===== config.mk =====
export PLATFORM = sky130hd
export DESIGN_NAME = ssnr_ram
export DESIGN_NICKNAME = d
export VERILOG_FILES = /design/src/hw/rtl/ssnr_ram.sv
export SDC_FILE = /design/constraint.sdc
export NUM_CORES = 2
export LEC_CHECK = 0
export BUFFER_PORTS_ARGS = -buffer_cell sky130_fd_sc_hd__buf_4
export CORE_MARGIN = 4
export CORE_UTILIZATION = 43
export DETAILED_ROUTE_END_ITERATION = 8
export RECOVER_POWER = 25
export SYNTH_ARGS = -nofsm -noshare
export SYNTH_HDL_FRONTEND = slang
export SYNTH_SLANG_ARGS = --single-unit

===== constraint.sdc =====
create_clock -name clk -period 3.3 [get_ports clk]
set_clock_uncertainty 0.1 [all_clocks]
set_input_delay 0.33 -clock clk [delete_from_list [all_inputs] [get_ports clk]]
set_output_delay 0.33 -clock clk [all_outputs]
set_load 0.01 [all_outputs]

===== src/hw/rtl/ssnr_ram.sv =====
`timescale 1ns / 1ps
`default_nettype none
module ssnr_ram #(
  parameter int WIDTH = 16,
  parameter int DEPTH = 128
) (
  input  wire logic                     clk,
  input  wire logic                     we,
  input  wire logic [$clog2(DEPTH)-1:0] waddr,
  input  wire logic [WIDTH-1:0]         wdata,
  input  wire logic [$clog2(DEPTH)-1:0] raddr,
  output logic      [WIDTH-1:0]         rdata
);

  logic [WIDTH-1:0] mem [DEPTH];

  always_ff @(posedge clk) begin
    if (we) begin
      mem[waddr] <= wdata;
    end
    rdata <= mem[raddr];
  end

endmodule
`default_nettype wire


==> metrics.cfg <==
[clock_network]
clk_latency_ns = 0.84
clock_path_buffers = 3
hold_buffers = 8
path_clk_slew_ns = 0.06
cts_resized = 0
postCtsSetupBuffers = 0
h-tree-depth = 4
root_buffer = clkbuf_16
cts_sinks = 2064
cts-buffers-inserted = 201
cts_tree = built

[power]
power_density_nw_per_um2 = 602.9
p_leak_nw = 28.13
ir_drop_mv = 0.5040

[die]
core-area_sq_um = 181100
die_area_sq_um = 189500
rows = 156
start_util_pct = 43.35
fp.dieH_um = 435.3
io_pins = 48
die-width_um = 435.3

[sta]
setup-violations-final = 0
period_share_pct = 83.96
slew_viol_final = 1035
max_freq_ghz = 0.3609
relSlewSlack_pct = -76.27
rsz0062_at_grt = no
fin_ws_ns = 0.5293
worstMarginPinSlew_ns = 2.644
hold_viol = 0
period_minus_slack_ns = 2.771
tns_ns = 0

[finish]
seqCellArea_sq_um = 61820
finish.utilization_pct = 50.03
layout_commonest_cell = edfxtp_1
multiInputGateArea_sq_um = 16090
num-fill-cells = 13920
final_layout_size_suffix_gt1_share_pct = 36.28
areaGrowthSynthToFinish_pct = 15.40
nets = 3497
final_cell_mix = 2048 x edfxtp_1, 672 x mux4_2, 261 x buf_4, 204 x clkbuf_16, 110 x nor2_1

[global_route]
grt_pass1_vias = 36598
grt_use_total_pct = 20.37
antenna_found_initial = 13
grt_max_degree = 114
grt_overflow = 0
grt_pass1_wl_mm = 275.0

[detailed_routing]
drt_first_pass_iters = 5
ant_nets = 0
first_iter_violations = 4238
drc = 0
vias = 35872
wl_per_cell_um = 32.12
via_per_inst = 5.970
totalWireLength_mm = 193.0

[yosys]
synth_area_per_cell_sq_um = 25.44
synth_nets = 3118
yosys_warnings = 0
synth.distinct_cells = 17
ys_ff_latch = 2064
yosysSeqAreaShare_pct = 78.73
synthCells = 3086
syn_area_sq_um = 78520

[place]
gp_congestion = 0.7859
dp_slack_ns = -0.05754
dp_hpwl_mm = 114.5
placement.io_buffers = 47

[worst_setup_path]
crit_required_ns = 3.75
end_kind = flip-flop
crit_fanout = 52
crit_arrival_ns = 3.22
worst_setup_path_start_kind = input port
worstSetupPathType = in2reg

[worst_hold_path]
hold_path_class = in2reg

[outcome]
violations = max-capacitance violations, max-slew violations
outcome = finished, violations left

[flow_run]
maxCapViolCount = 12

-- cell type report --
cell class / instances / share of cell area [%]
antenna: 6 / 0.01657
clock buffer: 251 / 5.872
clock inverter: 120 / 1.383
multi-input combinational: 858 / 17.75
sequential: 2064 / 68.22
tap: 2370 / 3.272
timing repair buffer: 340 / 3.484
-- worst paths after layout --
| check | startpoint | to | slack [ns] | depth (start not counted) |
|---|---|---|---|---|
| min reg2reg | mem[109][15] | rdata[15] | 1.02 | 4 |
| max reg2reg | mem[64][7] | rdata[7] | 0.66 | 4 |
| min | waddr[1] | mem[95][11] | 0.15 | 4 |
| max | wdata[8] | mem[33][8] | 0.53 | 3 |
-- worst max-delay path: stages --
cell and delay (ns):
dlygate4sd3_1 0.52, clkbuf_1 1.60, buf_4 0.69
-- power by group --
group          internal [W]  leakage (nW)  total [W]  switching (W)
clock network        0.0132          3.19     0.0228        0.00963
registers            0.0290          18.5     0.0291      0.0000864
logic               0.00120          6.39    0.00279        0.00159
-- state kept, by name (all words and copies together) (netlist names) --
name	count
mem	2048
rdata	16
-- synth_stat cells --
library cell / number / area (sq um)
buf_1: 28 / 105.1
nor3_1: 9 / 45.04
or3_1: 1 / 6.260
nand4_1: 3 / 18.77
edfxtp_1: 2048 / 61500
buf_4: 1 / 7.510
nand2_1: 14 / 52.55
nand2b_1: 2 / 12.51
nor2_1: 122 / 457.9
nand3_1: 12 / 60.06
mux2_2: 16 / 180.2
buf_6: 1 / 11.26
mux4_2: 672 / 15130
dfxtp_1: 16 / 320.3
clkbuf_1: 82 / 307.8
nor2b_1: 7 / 43.79
buf_2: 52 / 260.3
-- through the flow --
stage,instance area [sq um],instances,hold WS (ns),total power (W)
after global placement,84000,5624,0.6728,0.03234
after global routing,90600,6003,0.1248,0.05636
final,90620,6009,0.1478,0.05463
after detailed placement,84000,5624,0.6654,0.03242
after CTS,90660,6003,0.03732,0.05507
after floorplan,78520,3086,0.3289,0.03097
-- cells by family (layout without fill, tap and decap cells) --
group	Yosys count	after routing	synth area share, %
mux	688	688	19.50
simple gates	170	170	0.8875
buf+inv	164	711	0.8812
flops	2064	2064	78.73
other cells	0	6	0
-- metal layers --
| layer | wire (um) | vias up | global-route usage, % |
|---|---|---|---|
| li1 | - | 14252 | - |
| met1 | 76650 | 19738 | 28.38 |
| met2 | 96110 | 1607 | 33.44 |
| met3 | 15090 | 273 | 3.704 |
| met4 | 5153 | 2 | 5.589 |
| met5 | 13 | - | 0 |
Note: power is estimated with default switching activity, not from simulation.
